File: src/sv/rev_pkg.sv
// ----------------------------------------------------------------------------
// rev_pkg
// Shared types and constants of the rotary encoder velocity block.
// ----------------------------------------------------------------------------
`default_nettype none

package rev_pkg;

  localparam int unsigned MS_PER_SEC   = 1000;
  localparam int unsigned VEL_CLEAR_MS = 1000;
  localparam int unsigned QUO_W        = $clog2(MS_PER_SEC + 1);
  localparam int unsigned DIV_CNT_W    = $clog2(QUO_W);
  localparam int unsigned LIMIT_W      = 16;
  localparam int unsigned SPEED_W      = 11;
  localparam int unsigned POS_W        = 16;
  localparam int unsigned NOW_W        = 32;
  localparam int unsigned IN_TDATA_W   = 40;
  localparam int unsigned OUT_TDATA_W  = 40;
  localparam int unsigned CFG_ADDR_W   = 2;

  localparam logic [LIMIT_W-1:0] SLOW_RST = 16'd2;
  localparam logic [LIMIT_W-1:0] FAST_RST = 16'd8;
  localparam logic [LIMIT_W-1:0] IDLE_RST = 16'd1000;

  typedef enum logic [CFG_ADDR_W-1:0] {
    CFG_SLOW_LIMIT = 2'd0,
    CFG_FAST_LIMIT = 2'd1,
    CFG_IDLE_LIMIT = 2'd2
  } rev_cfg_e;

  typedef enum logic [5:0] {
    ST_IDLE   = 6'b000001,
    ST_GAP    = 6'b000010,
    ST_DECIDE = 6'b000100,
    ST_DIV    = 6'b001000,
    ST_COMMIT = 6'b010000,
    ST_DONE   = 6'b100000
  } rev_state_e;

  typedef struct packed {
    logic load;
    logic gap_en;
    logic decide;
    logic div_start;
    logic div_step;
    logic commit;
    logic out_load;
  } rev_cmd_t;

  typedef struct packed {
    logic need_div;
    logic div_last;
  } rev_sts_t;

endpackage

`default_nettype wire

File: src/sv/rev_div.sv
// ----------------------------------------------------------------------------
// rev_div
// Restoring divider: one quotient bit per step of MS_PER_SEC / divisor.
// ----------------------------------------------------------------------------
`default_nettype none

module rev_div import rev_pkg::*; (
  input  logic               clk_i,
  input  logic               rst_ni,
  input  logic               start_i,
  input  logic               step_i,
  input  logic [LIMIT_W-1:0] den_i,
  output logic [QUO_W-1:0]   quo_o,
  output logic               last_o
);

  logic [LIMIT_W-1:0]   rem_q, rem_d;
  logic [LIMIT_W-1:0]   den_q;
  logic [QUO_W-1:0]     quo_q, quo_d;
  logic [DIV_CNT_W-1:0] cnt_q, cnt_d;
  logic [LIMIT_W:0]     rem_sh;
  logic [LIMIT_W+1:0]   diff;

  assign rem_sh = {rem_q, quo_q[QUO_W-1]};
  assign diff   = {1'b0, rem_sh} - {2'b00, den_q};

  always_comb begin
    rem_d = rem_q;
    quo_d = quo_q;
    cnt_d = cnt_q;
    if (start_i) begin
      rem_d = '0;
      quo_d = QUO_W'(MS_PER_SEC);
      cnt_d = '0;
    end else if (step_i) begin
      if (!diff[LIMIT_W+1]) begin
        rem_d = diff[LIMIT_W-1:0];
        quo_d = {quo_q[QUO_W-2:0], 1'b1};
      end else begin
        rem_d = rem_sh[LIMIT_W-1:0];
        quo_d = {quo_q[QUO_W-2:0], 1'b0};
      end
      cnt_d = cnt_q + DIV_CNT_W'(1);
    end
  end

  always_ff @(posedge clk_i or negedge rst_ni) begin
    if (!rst_ni) begin
      cnt_q <= '0;
    end else begin
      cnt_q <= cnt_d;
    end
  end

  always_ff @(posedge clk_i) begin
    rem_q <= rem_d;
    quo_q <= quo_d;
    if (start_i) begin
      den_q <= den_i;
    end
  end

  assign quo_o  = quo_q;
  assign last_o = (cnt_q == DIV_CNT_W'(QUO_W - 1));

endmodule

`default_nettype wire

File: src/sv/rev_datapath.sv
// ----------------------------------------------------------------------------
// rev_datapath
// Sample registers, click state, limits, divider and result register.
// ----------------------------------------------------------------------------
`default_nettype none

module rev_datapath import rev_pkg::*; #(
  parameter int unsigned TIME_WIDTH  = 32,
  parameter int unsigned COUNT_WIDTH = 16
) (
  input  logic                   clk_i,
  input  logic                   rst_ni,
  input  logic [IN_TDATA_W-1:0]  in_data_i,
  input  logic                   cfg_we_i,
  input  logic [CFG_ADDR_W-1:0]  cfg_addr_i,
  input  logic [LIMIT_W-1:0]     cfg_data_i,
  input  rev_cmd_t               cmd_i,
  output rev_sts_t               sts_o,
  output logic [OUT_TDATA_W-1:0] out_data_o
);

  logic [LIMIT_W-1:0]     slow_q, fast_q, idle_q;
  logic                   a_q, b_q;
  logic [TIME_WIDTH-1:0]  now_q, gap_q, last_q;
  logic                   detent_q;
  logic [COUNT_WIDTH-1:0] count_q;
  logic [SPEED_W-1:0]     speed_q;
  logic [OUT_TDATA_W-1:0] out_q;

  logic [TIME_WIDTH+NOW_W-1:0]  now_ext;
  logic [TIME_WIDTH+15:0]       gap_ext;
  logic [COUNT_WIDTH+POS_W-1:0] cnt_ext;
  logic                         gap_fits;
  logic                         click;
  logic                         cw;
  logic [LIMIT_W-1:0]           den;
  logic [QUO_W-1:0]             quo;
  logic                         div_last;
  logic [SPEED_W-1:0]           mag_pos;
  logic [SPEED_W-1:0]           mag;
  logic [LIMIT_W-1:0]           mag_ext;
  logic                         turning;

  assign now_ext  = {{TIME_WIDTH{1'b0}}, in_data_i[NOW_W+1:2]};
  assign gap_ext  = {16'd0, gap_q};
  assign gap_fits = ((gap_ext >> 16) == '0);

  assign click    = detent_q && (a_q != b_q);
  assign cw       = !a_q && b_q;
  assign den      = (gap_q[LIMIT_W-1:0] == '0) ? LIMIT_W'(1) : gap_q[LIMIT_W-1:0];

  assign sts_o.need_div = click && (last_q != '0) && gap_fits
                          && (gap_q[LIMIT_W-1:0] <= idle_q);
  assign sts_o.div_last = div_last;

  rev_div u_div (
    .clk_i   (clk_i),
    .rst_ni  (rst_ni),
    .start_i (cmd_i.div_start),
    .step_i  (cmd_i.div_step),
    .den_i   (den),
    .quo_o   (quo),
    .last_o  (div_last)
  );

  // Configuration registers
  always_ff @(posedge clk_i or negedge rst_ni) begin
    if (!rst_ni) begin
      slow_q <= SLOW_RST;
      fast_q <= FAST_RST;
      idle_q <= IDLE_RST;
    end else if (cfg_we_i) begin
      unique case (cfg_addr_i)
        CFG_SLOW_LIMIT: slow_q <= cfg_data_i;
        CFG_FAST_LIMIT: fast_q <= cfg_data_i;
        CFG_IDLE_LIMIT: idle_q <= cfg_data_i;
        default: ;
      endcase
    end
  end

  // Click state
  always_ff @(posedge clk_i or negedge rst_ni) begin
    if (!rst_ni) begin
      last_q   <= '0;
      detent_q <= 1'b0;
      count_q  <= '0;
      speed_q  <= '0;
    end else begin
      if (cmd_i.decide) begin
        if (click) begin
          last_q   <= now_q;
          detent_q <= 1'b0;
        end else begin
          if (a_q && b_q) begin
            detent_q <= 1'b1;
          end
          if (gap_q >= TIME_WIDTH'(VEL_CLEAR_MS)) begin
            speed_q <= '0;
          end
        end
      end
      if (cmd_i.commit) begin
        if (cw) begin
          count_q <= count_q + COUNT_WIDTH'(1);
          speed_q <= {1'b0, quo};
        end else begin
          count_q <= count_q - COUNT_WIDTH'(1);
          speed_q <= ~{1'b0, quo} + SPEED_W'(1);
        end
      end
    end
  end

  // Result flags from the updated velocity
  assign mag_pos = ~speed_q + SPEED_W'(1);
  assign mag     = speed_q[SPEED_W-1] ? mag_pos : speed_q;
  assign mag_ext = {{(LIMIT_W-SPEED_W){1'b0}}, mag};
  assign turning = (speed_q != '0);
  assign cnt_ext = {{POS_W{1'b0}}, count_q};

  always_ff @(posedge clk_i) begin
    if (cmd_i.load) begin
      a_q   <= in_data_i[0];
      b_q   <= in_data_i[1];
      now_q <= now_ext[TIME_WIDTH-1:0];
    end
    if (cmd_i.gap_en) begin
      gap_q <= now_q - last_q;
    end
    if (cmd_i.out_load) begin
      out_q <= {7'd0,
                turning && (mag_ext > fast_q),
                turning && (mag_ext >= slow_q) && (mag_ext <= fast_q),
                turning && (mag_ext < slow_q),
                speed_q[SPEED_W-1],
                turning && !speed_q[SPEED_W-1],
                turning,
                speed_q,
                cnt_ext[POS_W-1:0]};
    end
  end

  assign out_data_o = out_q;

endmodule

`default_nettype wire

File: src/sv/rev_ctrl.sv
// ----------------------------------------------------------------------------
// rev_ctrl
// Sequencer for one sample: gap, decision, optional divide, result hand-off.
// ----------------------------------------------------------------------------
`default_nettype none

module rev_ctrl import rev_pkg::*; (
  input  logic     clk_i,
  input  logic     rst_ni,
  input  logic     in_valid_i,
  output logic     in_ready_o,
  output logic     out_valid_o,
  input  logic     out_ready_i,
  input  rev_sts_t sts_i,
  output rev_cmd_t cmd_o
);

  rev_state_e state_q, state_d;
  logic       out_valid_q, out_valid_d;

  assign in_ready_o  = (state_q == ST_IDLE);
  assign out_valid_o = out_valid_q;

  always_comb begin
    state_d     = state_q;
    out_valid_d = out_valid_q && !out_ready_i;
    cmd_o       = '0;
    unique case (state_q)
      ST_IDLE: begin
        if (in_valid_i) begin
          cmd_o.load = 1'b1;
          state_d    = ST_GAP;
        end
      end
      ST_GAP: begin
        cmd_o.gap_en = 1'b1;
        state_d      = ST_DECIDE;
      end
      ST_DECIDE: begin
        cmd_o.decide    = 1'b1;
        cmd_o.div_start = sts_i.need_div;
        state_d         = sts_i.need_div ? ST_DIV : ST_DONE;
      end
      ST_DIV: begin
        cmd_o.div_step = 1'b1;
        if (sts_i.div_last) begin
          state_d = ST_COMMIT;
        end
      end
      ST_COMMIT: begin
        cmd_o.commit = 1'b1;
        state_d      = ST_DONE;
      end
      ST_DONE: begin
        // Result register free or being emptied this cycle
        if (!out_valid_q || out_ready_i) begin
          cmd_o.out_load = 1'b1;
          out_valid_d    = 1'b1;
          state_d        = ST_IDLE;
        end
      end
      default: state_d = ST_IDLE;
    endcase
  end

  always_ff @(posedge clk_i or negedge rst_ni) begin
    if (!rst_ni) begin
      state_q     <= ST_IDLE;
      out_valid_q <= 1'b0;
    end else begin
      state_q     <= state_d;
      out_valid_q <= out_valid_d;
    end
  end

endmodule

`default_nettype wire

File: src/sv/rotary_encoder_velocity.sv
// ----------------------------------------------------------------------------
// rotary_encoder_velocity
// Quadrature encoder click decoder with position counter and click velocity.
// ----------------------------------------------------------------------------
// Each input transaction is one sample of lines A and B with a millisecond
// time stamp and yields exactly one output transaction with the position,
// signed velocity (clicks per second) and turning/speed flags after that
// sample. A sample that is not a timed click skips the divider, while a
// timed click also goes through the 10-step restoring divider that
// forms 1000 / gap one quotient bit per cycle. The result sits in an output
// register, so the next sample is taken while a result waits downstream.
// Limits are written through the cfg port (index 0 slow, 1 fast, 2 idle),
// which is always ready and should be used only while the block is idle.
// ----------------------------------------------------------------------------
`default_nettype none

module rotary_encoder_velocity import rev_pkg::*; #(
  parameter int unsigned TIME_WIDTH  = 32,
  parameter int unsigned COUNT_WIDTH = 16
) (
  input  logic                   clk_i,
  input  logic                   rst_ni,
  input  logic                   s_axis_tvalid_i,
  output logic                   s_axis_tready_o,
  // [0] line_a, [1] line_b, [33:2] now_ms, [39:34] zero
  input  logic [IN_TDATA_W-1:0]  s_axis_tdata_i,
  output logic                   m_axis_tvalid_o,
  input  logic                   m_axis_tready_i,
  // [15:0] position, [26:16] velocity, [27] turning, [28] turning_cw,
  // [29] turning_ccw, [30] is_slow, [31] is_medium, [32] is_fast, [39:33] zero
  output logic [OUT_TDATA_W-1:0] m_axis_tdata_o,
  input  logic                   cfg_valid_i,
  output logic                   cfg_ready_o,
  input  logic [CFG_ADDR_W-1:0]  cfg_addr_i,
  input  logic [LIMIT_W-1:0]     cfg_data_i
);

  rev_cmd_t cmd;
  rev_sts_t sts;

  assign cfg_ready_o = 1'b1;

  rev_ctrl u_ctrl (
    .clk_i       (clk_i),
    .rst_ni      (rst_ni),
    .in_valid_i  (s_axis_tvalid_i),
    .in_ready_o  (s_axis_tready_o),
    .out_valid_o (m_axis_tvalid_o),
    .out_ready_i (m_axis_tready_i),
    .sts_i       (sts),
    .cmd_o       (cmd)
  );

  rev_datapath #(
    .TIME_WIDTH  (TIME_WIDTH),
    .COUNT_WIDTH (COUNT_WIDTH)
  ) u_dp (
    .clk_i      (clk_i),
    .rst_ni     (rst_ni),
    .in_data_i  (s_axis_tdata_i),
    .cfg_we_i   (cfg_valid_i),
    .cfg_addr_i (cfg_addr_i),
    .cfg_data_i (cfg_data_i),
    .cmd_i      (cmd),
    .sts_o      (sts),
    .out_data_o (m_axis_tdata_o)
  );

endmodule

`default_nettype wire

File: config.mk
export PLATFORM = sky130hd
export DESIGN_NAME = rotary_encoder_velocity
export DESIGN_NICKNAME = d
export VERILOG_FILES = /design/src/sv/rev_pkg.sv /design/src/sv/rev_div.sv /design/src/sv/rev_datapath.sv /design/src/sv/rev_ctrl.sv /design/src/sv/rotary_encoder_velocity.sv
export SDC_FILE = /design/constraint.sdc
export NUM_CORES = 1
export LEC_CHECK = 0
export ABC_AREA = 1
export BUFFER_PORTS_ARGS = -buffer_cell sky130_fd_sc_hd__buf_2
export CAP_MARGIN = 15
export CORE_ASPECT_RATIO = 1.1
export CORE_MARGIN = 4
export CORE_UTILIZATION = 35
export CTS_CLUSTER_SIZE = 16
export DETAILED_ROUTE_END_ITERATION = 16
export SLEW_MARGIN = 20
export SYNTH_ARGS = -nofsm -noshare
export SYNTH_HDL_FRONTEND = slang
export SYNTH_SLANG_ARGS = --single-unit
File: constraint.sdc
create_clock -name clk_i -period 5.5 [get_ports clk_i]
set_input_delay 1.1 -clock clk_i [delete_from_list [all_inputs] [get_ports clk_i]]
set_output_delay 1.1 -clock clk_i [all_outputs]
set_load 0.02 [all_outputs]
After elaboration in Yosys (flattened, before gate mapping)
Index checks and enable logic that the tools add are counted.

word-level totals
  memories = 0
  ROM bits = 0
  bits in latches = 0
  RAM bits = 0
  bits of input ports = 63
  register bits after elaboration = 260

cells by class
  div/mod/pow operators = 0
  multiply operators = 0
  equal/unequal tests = 14
  order comparisons = 6
  muxes and demuxes = 28
  bitwise logic cells = 2
  $add $sub $neg = 7
  shift operators = 0
  reductions and logical operators = 33

operators by type and width
  kind                                                   number
  two-way mux 11 bit                                     6
  logical NOT 48 bit                                     1
  one-hot mux 6 bit (6 select lines)                     1
  >= comparator 32 x 10 -> 1 bit, second input constant  1
  two-way mux 16 bit                                     2
  nonzero test 32 bit                                    1
  subtractor 32 bit                                      1
  two-way mux 6 bit                                      4
  adder 11 x 1 -> 11 bit, second input constant          2
  subtractor 17 x 16 -> 18 bit                           1
  adder 16 x 1 -> 16 bit, second input constant          1
  >= comparator 11 x 16 -> 1 bit                         1
  > comparator 11 x 16 -> 1 bit                          1
  less-or-equal comparator 11 x 16 -> 1 bit              1
  less-or-equal comparator 16 bit                        1
  logical NOT 16 bit                                     1
  less-than comparator 11 x 16 -> 1 bit                  1
  subtractor 16 x 1 -> 16 bit, second input constant     1
  logical AND 1 bit                                      12
  two-way mux 1 bit                                      12
  NOT 10 -> 11 bit                                       1
  NOT 11 bit                                             1
  nonzero test 11 bit                                    1
  AND reduction 2 bit                                    5
  other kinds (20)                                       30

Longest topological paths before layout
  depth in word-level cells = 8
  gate-level depth with buffers = 16
  depth with buffers taken out = 16

Cells and area by module
From an unflattened synthesis, not the netlist that was laid out.

second synthesis, totals
  cells, all modules = 2,005
  area total of the unflattened synthesis = 15,547.4 um2

by module, submodules not included
  module                   times used  area an instance (um2)  cells each
  rev_datapath             1           12,296.8                1,569
  rev_div                  1           2,815.2                 379
  rev_ctrl                 1           424.2                   55
  rotary_encoder_velocity  1           11.3                    2

Worst setup path before layout
No wires, ideal clock.

  path type = in2reg
  from = input s_axis_tvalid_i
  to = register u_dp.a_q (enable)
  path slack = 2.480 ns
  library setup time = 0.425 ns
  stages = 2
  data arrival time = 2.595 ns
  cells stage by stage = inv_1 -> nor2_1

RTL lines
  what                  RTL line                       text
  from (decl)           rotary_encoder_velocity.sv:23  input logic s_axis_tvalid_i,
  to (signal assigned)  rev_datapath.sv:124            a_q <= in_data_i[0];
  to (decl)             rev_datapath.sv:23             logic a_q, b_q;

Final worst setup path
  from = register u_dp.a_q
  to = register u_dp.count_q[14]

on the way
  cells in the longest elaborated chain, start to end = 3

ends and longest elaborated chain
  what                  RTL line             text
  logical NOT 1 bit     rev_datapath.sv:49   assign cw = !a_q && b_q;
  logical AND 1 bit     rev_datapath.sv:49
  two-way mux 16 bit    rev_datapath.sv:104  if (cw) begin
  to (signal assigned)  rev_datapath.sv:105  count_q <= count_q + COUNT_WIDTH'(1);
  to (signal assigned)  rev_datapath.sv:108  count_q <= count_q - COUNT_WIDTH'(1);
  to (decl)             rev_datapath.sv:26   logic [COUNT_WIDTH-1:0] count_q;

Every way passes these cells.
A chain may end at the register's enable or synchronous reset.

==> results.sh <==
export IMPL_grt_pass1_wl_um=54000
export IMPL_cts_sinks=259
export IMPL_antennaDiodeCount=0
export IMPL_clock_latency_ns=0.56
export IMPL_grt_ovfl_total=0
export IMPL_holdWs_ns=0.480
export IMPL_layout_nets=1963
export IMPL_grt_pass1_vias=10876
export IMPL_endpoint_kind="flop"
export IMPL_fmax_ghz=0.299
export IMPL_r2r_start="u_dp.a_q$_DFFE_PP_"
export IMPL_finalSetupViolCount=0
export IMPL_worst_ep_arrival_time_ns=3.77
export IMPL_setup_tns_final_ns=0
export IMPL_synth_most_common_cell="nand2_1"
export IMPL_grt_usage=0.144
export IMPL_critPathBufInv=3
export IMPL_maxSlewHeadroom=0.360
export IMPL_worst_slew_pin_slew_ns=0.957
export IMPL_cp_slowest_cell="fa_1"
export IMPL_synth_area_leaders="edfxtp_1, dfrtp_1, nand2_1, ha_1, inv_1"
export IMPL_via_count=11242
export IMPL_cpPeakStageDelay_ns=0.70
export IMPL_drt_initial_drc_count=660
export IMPL_synth_top_area_frac=0.236
export IMPL_stdcell_count=2367
export IMPL_post_route_period_util=0.607
export IMPL_r2r_cells=12
export IMPL_intPower_mw=4.37
export IMPL_p_seq_frac=0.384
export IMPL_p_sw_frac=0.354
export IMPL_place_gp_congestion=0.910
export IMPL_synth_seq_cells=259
export IMPL_yosysWarnings=0
export IMPL_cts_tree="done"
export IMPL_port_buffer_count=91
export IMPL_maxSlewViolCount=0
export IMPL_worstSetupStartpointType="flop"
export IMPL_htreeDepth=1
export IMPL_fin_crit_ns=3.34
export IMPL_wl_per_cell_um=13.8
export IMPL_dp_cells=2313
export IMPL_power_density_nw_per_um2=411
export IMPL_first_pass_iters=5
export IMPL_syn_avg_cell_area_um2=8.47
export IMPL_hpwlAfterDp_um=25200
export IMPL_ctsRootBufferMaster="clkbuf_16"
export IMPL_io_pins=106
export IMPL_initial_core_util=0.357
export IMPL_yosysSeqAreaShare=0.478
export IMPL_critPathRequiredTime_ns=5.93
export IMPL_post_route_drc_count=0
export IMPL_worst_setup_path_type="reg -> reg"
export IMPL_viasPerCell=4.75
export IMPL_timing_rr_end="u_dp.count_q[14]$_DFFE_PN0P_"
export IMPL_drive_gt1_frac=0.0998
export IMPL_p_sw_mw=2.39
export IMPL_clock_skew_ns=0.0170
export IMPL_ant_nets=0
export IMPL_die_area_um2=44700
export IMPL_synth_edf_count=114
export IMPL_ir_drop_mv=0.311
export IMPL_netlist_cell_type_count=46
export IMPL_post_cts_buffers=0
export IMPL_netlist_instances=1712
export IMPL_clk_pin_slew_ns=0.06
export IMPL_pwr_share_clk=0.288
export IMPL_clockBufferDepth=3
export IMPL_hold_depth=2
export IMPL_cap_violations=0
export IMPL_die_h_um=221
export IMPL_cts_buffers=29
export IMPL_area_delta_synth_final_pct=13.4
export IMPL_crit_path_frequent_cell="nand3_1"
export IMPL_hold_buffers=0
export IMPL_hp_class="reg -> reg"
export IMPL_cp_top_family="adder cells"
export IMPL_r2r_setup_slack_ns=2.16
export IMPL_die_width_um=202
export IMPL_ctsResizeCount=0
export IMPL_critPathMaxFanout=22
export IMPL_synth_area_um2=14500
export IMPL_grt_max_degree=60
export IMPL_leakage_nw=7.74
export IMPL_pwr_share_comb=0.328
export IMPL_routed_wirelength_um=32800
export IMPL_rsz0062_at_grt="false"
export IMPL_grt_antenna_before_repair=0
export IMPL_hold_violations=0
export IMPL_worstPathCellList="inv_1, ha_1, clkinv_1, fa_1, nand3_1, nand2_1, a21boi_0, inv_1, nand3_1, nand3b_1, nand3_1, nand2_1"
export IMPL_fp_coreArea_um2=40600
export IMPL_yosysTopAreaCell="edfxtp_1"
export IMPL_hold_end="u_dp.u_div.rem_q[10]$_SDFFE_PP0P_"
export IMPL_outcome="completed"
export IMPL_yosys_top_cells_count="nand2_1, inv_1, o21ai_0, nor2_1, edfxtp_1"
export IMPL_hp_start="u_dp.u_div.rem_q[10]$_SDFFE_PP0P_"
export IMPL_num_rows=77
export IMPL_synth_ff_type="edfxtp_1"
export IMPL_synth_async_reset_ratio=0.459
==> layout by cell type, fill, tap and decap left out, types with 90 or more instances in the layout <==
master      n
nand2_1   397
edfxtp_1  114
o21ai_0   149
buf_2      90
nor2_1    124
inv_1     236
dfrtp_1   110
a21oi_1    90
nand3_1    97
ha_1      105
==> cell type report <==
cell class / instances / area (um^2)
fill: 4116 / 24100
sequential: 259 / 6930
multi-input combinational: 1160 / 6400
inverter: 243 / 912
clock buffer: 35 / 758
tap: 553 / 692
timing repair buffer: 99 / 531
clock inverter: 18 / 210
==> per-layer routing <==
metal,GRT usage,wire length [um],vias to the layer above
met3,0.0223,1480,51
met5,0,0,-
met1,0.181,14300,5204
met2,0.258,16200,206
met4,0.0377,811,0
li1,-,-,5781
==> worst reg2reg max path, cell delays in order, from the launching register on <==
cell,delay (ns)
edfxtp_1,0.38
inv_1,0.07
ha_1,0.33
clkinv_1,0.69
fa_1,0.71
nand3_1,0.10
nand2_1,0.13
a21boi_0,0.29
inv_1,0.14
nand3_1,0.13
nand3b_1,0.10
nand3_1,0.10
nand2_1,0.07
==> worst max path at each step <==
stage | startpoint | endpoint | depth (start not counted)
final | u_dp.a_q$_DFFE_PP_ | u_dp.count_q[14]$_DFFE_PN0P_ | 12
after global routing | u_dp.a_q$_DFFE_PP_ | u_dp.count_q[14]$_DFFE_PN0P_ | 12
after CTS | u_dp.a_q$_DFFE_PP_ | u_dp.count_q[14]$_DFFE_PN0P_ | 12
after detailed placement | u_dp.a_q$_DFFE_PP_ | u_dp.count_q[14]$_DFFE_PN0P_ | 12
after global placement | u_dp.a_q$_DFFE_PP_ | u_dp.count_q[10]$_DFFE_PN0P_ | 12
after floorplan | s_axis_tvalid_i | u_dp.a_q$_DFFE_PP_ | 2
==> state kept, by name, indices dropped and copies added (netlist names) <==
| register | cells |
|---|---|
| u_ctrl.state_q | 6 |
| u_dp.idle_q | 16 |
| u_dp.b_q | 1 |
| u_dp.u_div.cnt_q | 4 |
| u_dp.now_q | 32 |
| u_dp.gap_q | 32 |
| u_dp.last_q | 32 |
| u_dp.u_div.den_q | 16 |
| u_dp.speed_q | 11 |
| u_dp.fast_q | 16 |
| u_dp.u_div.rem_q | 16 |
| u_dp.count_q | 16 |
| u_ctrl.out_valid_o | 1 |
| u_dp.detent_q | 1 |
| u_dp.out_data_o | 32 |
| u_dp.u_div.quo_o | 10 |
| u_dp.a_q | 1 |
| u_dp.slow_q | 16 |
==> power by group through the flow <==
stage | combinational, mW | sequential (mW) | clock (mW)
6_report | 2.22 | 2.59 | 1.95
4_1_cts | 2.23 | 2.60 | 2.01
5_1_grt | 2.54 | 2.63 | 2.08
3_3_place_gp | 2.20 | 2.63 | 0
3_5_place_dp | 2.22 | 2.64 | 0
2_1_floorplan | 1.59 | 2.59 | 0
==> metrics by stage <==
| step | worst slack (ns) | total power, mW | util | area (um^2) |
|---|---|---|---|---|
| 3_3_place_gp | 2.22 | 4.83 | 0.381 | 15400 |
| 4_1_cts | 2.17 | 6.84 | 0.405 | 16400 |
| 3_5_place_dp | 2.19 | 4.86 | 0.381 | 15400 |
| 6_report | 2.16 | 6.76 | 0.405 | 16400 |
| 2_1_floorplan | 2.48 | 4.18 | - | 14500 |
| 5_1_grt | 1.94 | 7.25 | 0.405 | 16400 |
==> cells by family (layout without fill, tap and decap cells) <==
| group | Yosys count | count (layout) | share of synthesized area |
|---|---|---|---|
| AO/OA/AOI/OAI | 292 | 292 | 0.109 |
| other | 2 | 8 | 0.000518 |
| flip-flops | 259 | 259 | 0.478 |
| XOR/XNOR | 47 | 47 | 0.0284 |
| buffers and inverters | 299 | 395 | 0.0829 |
| adder cells (fa/ha/maj) | 108 | 108 | 0.0948 |
| AND/OR/NAND/NOR | 705 | 705 | 0.206 |
No activity file was read; power rests on OpenSTA's default activity.
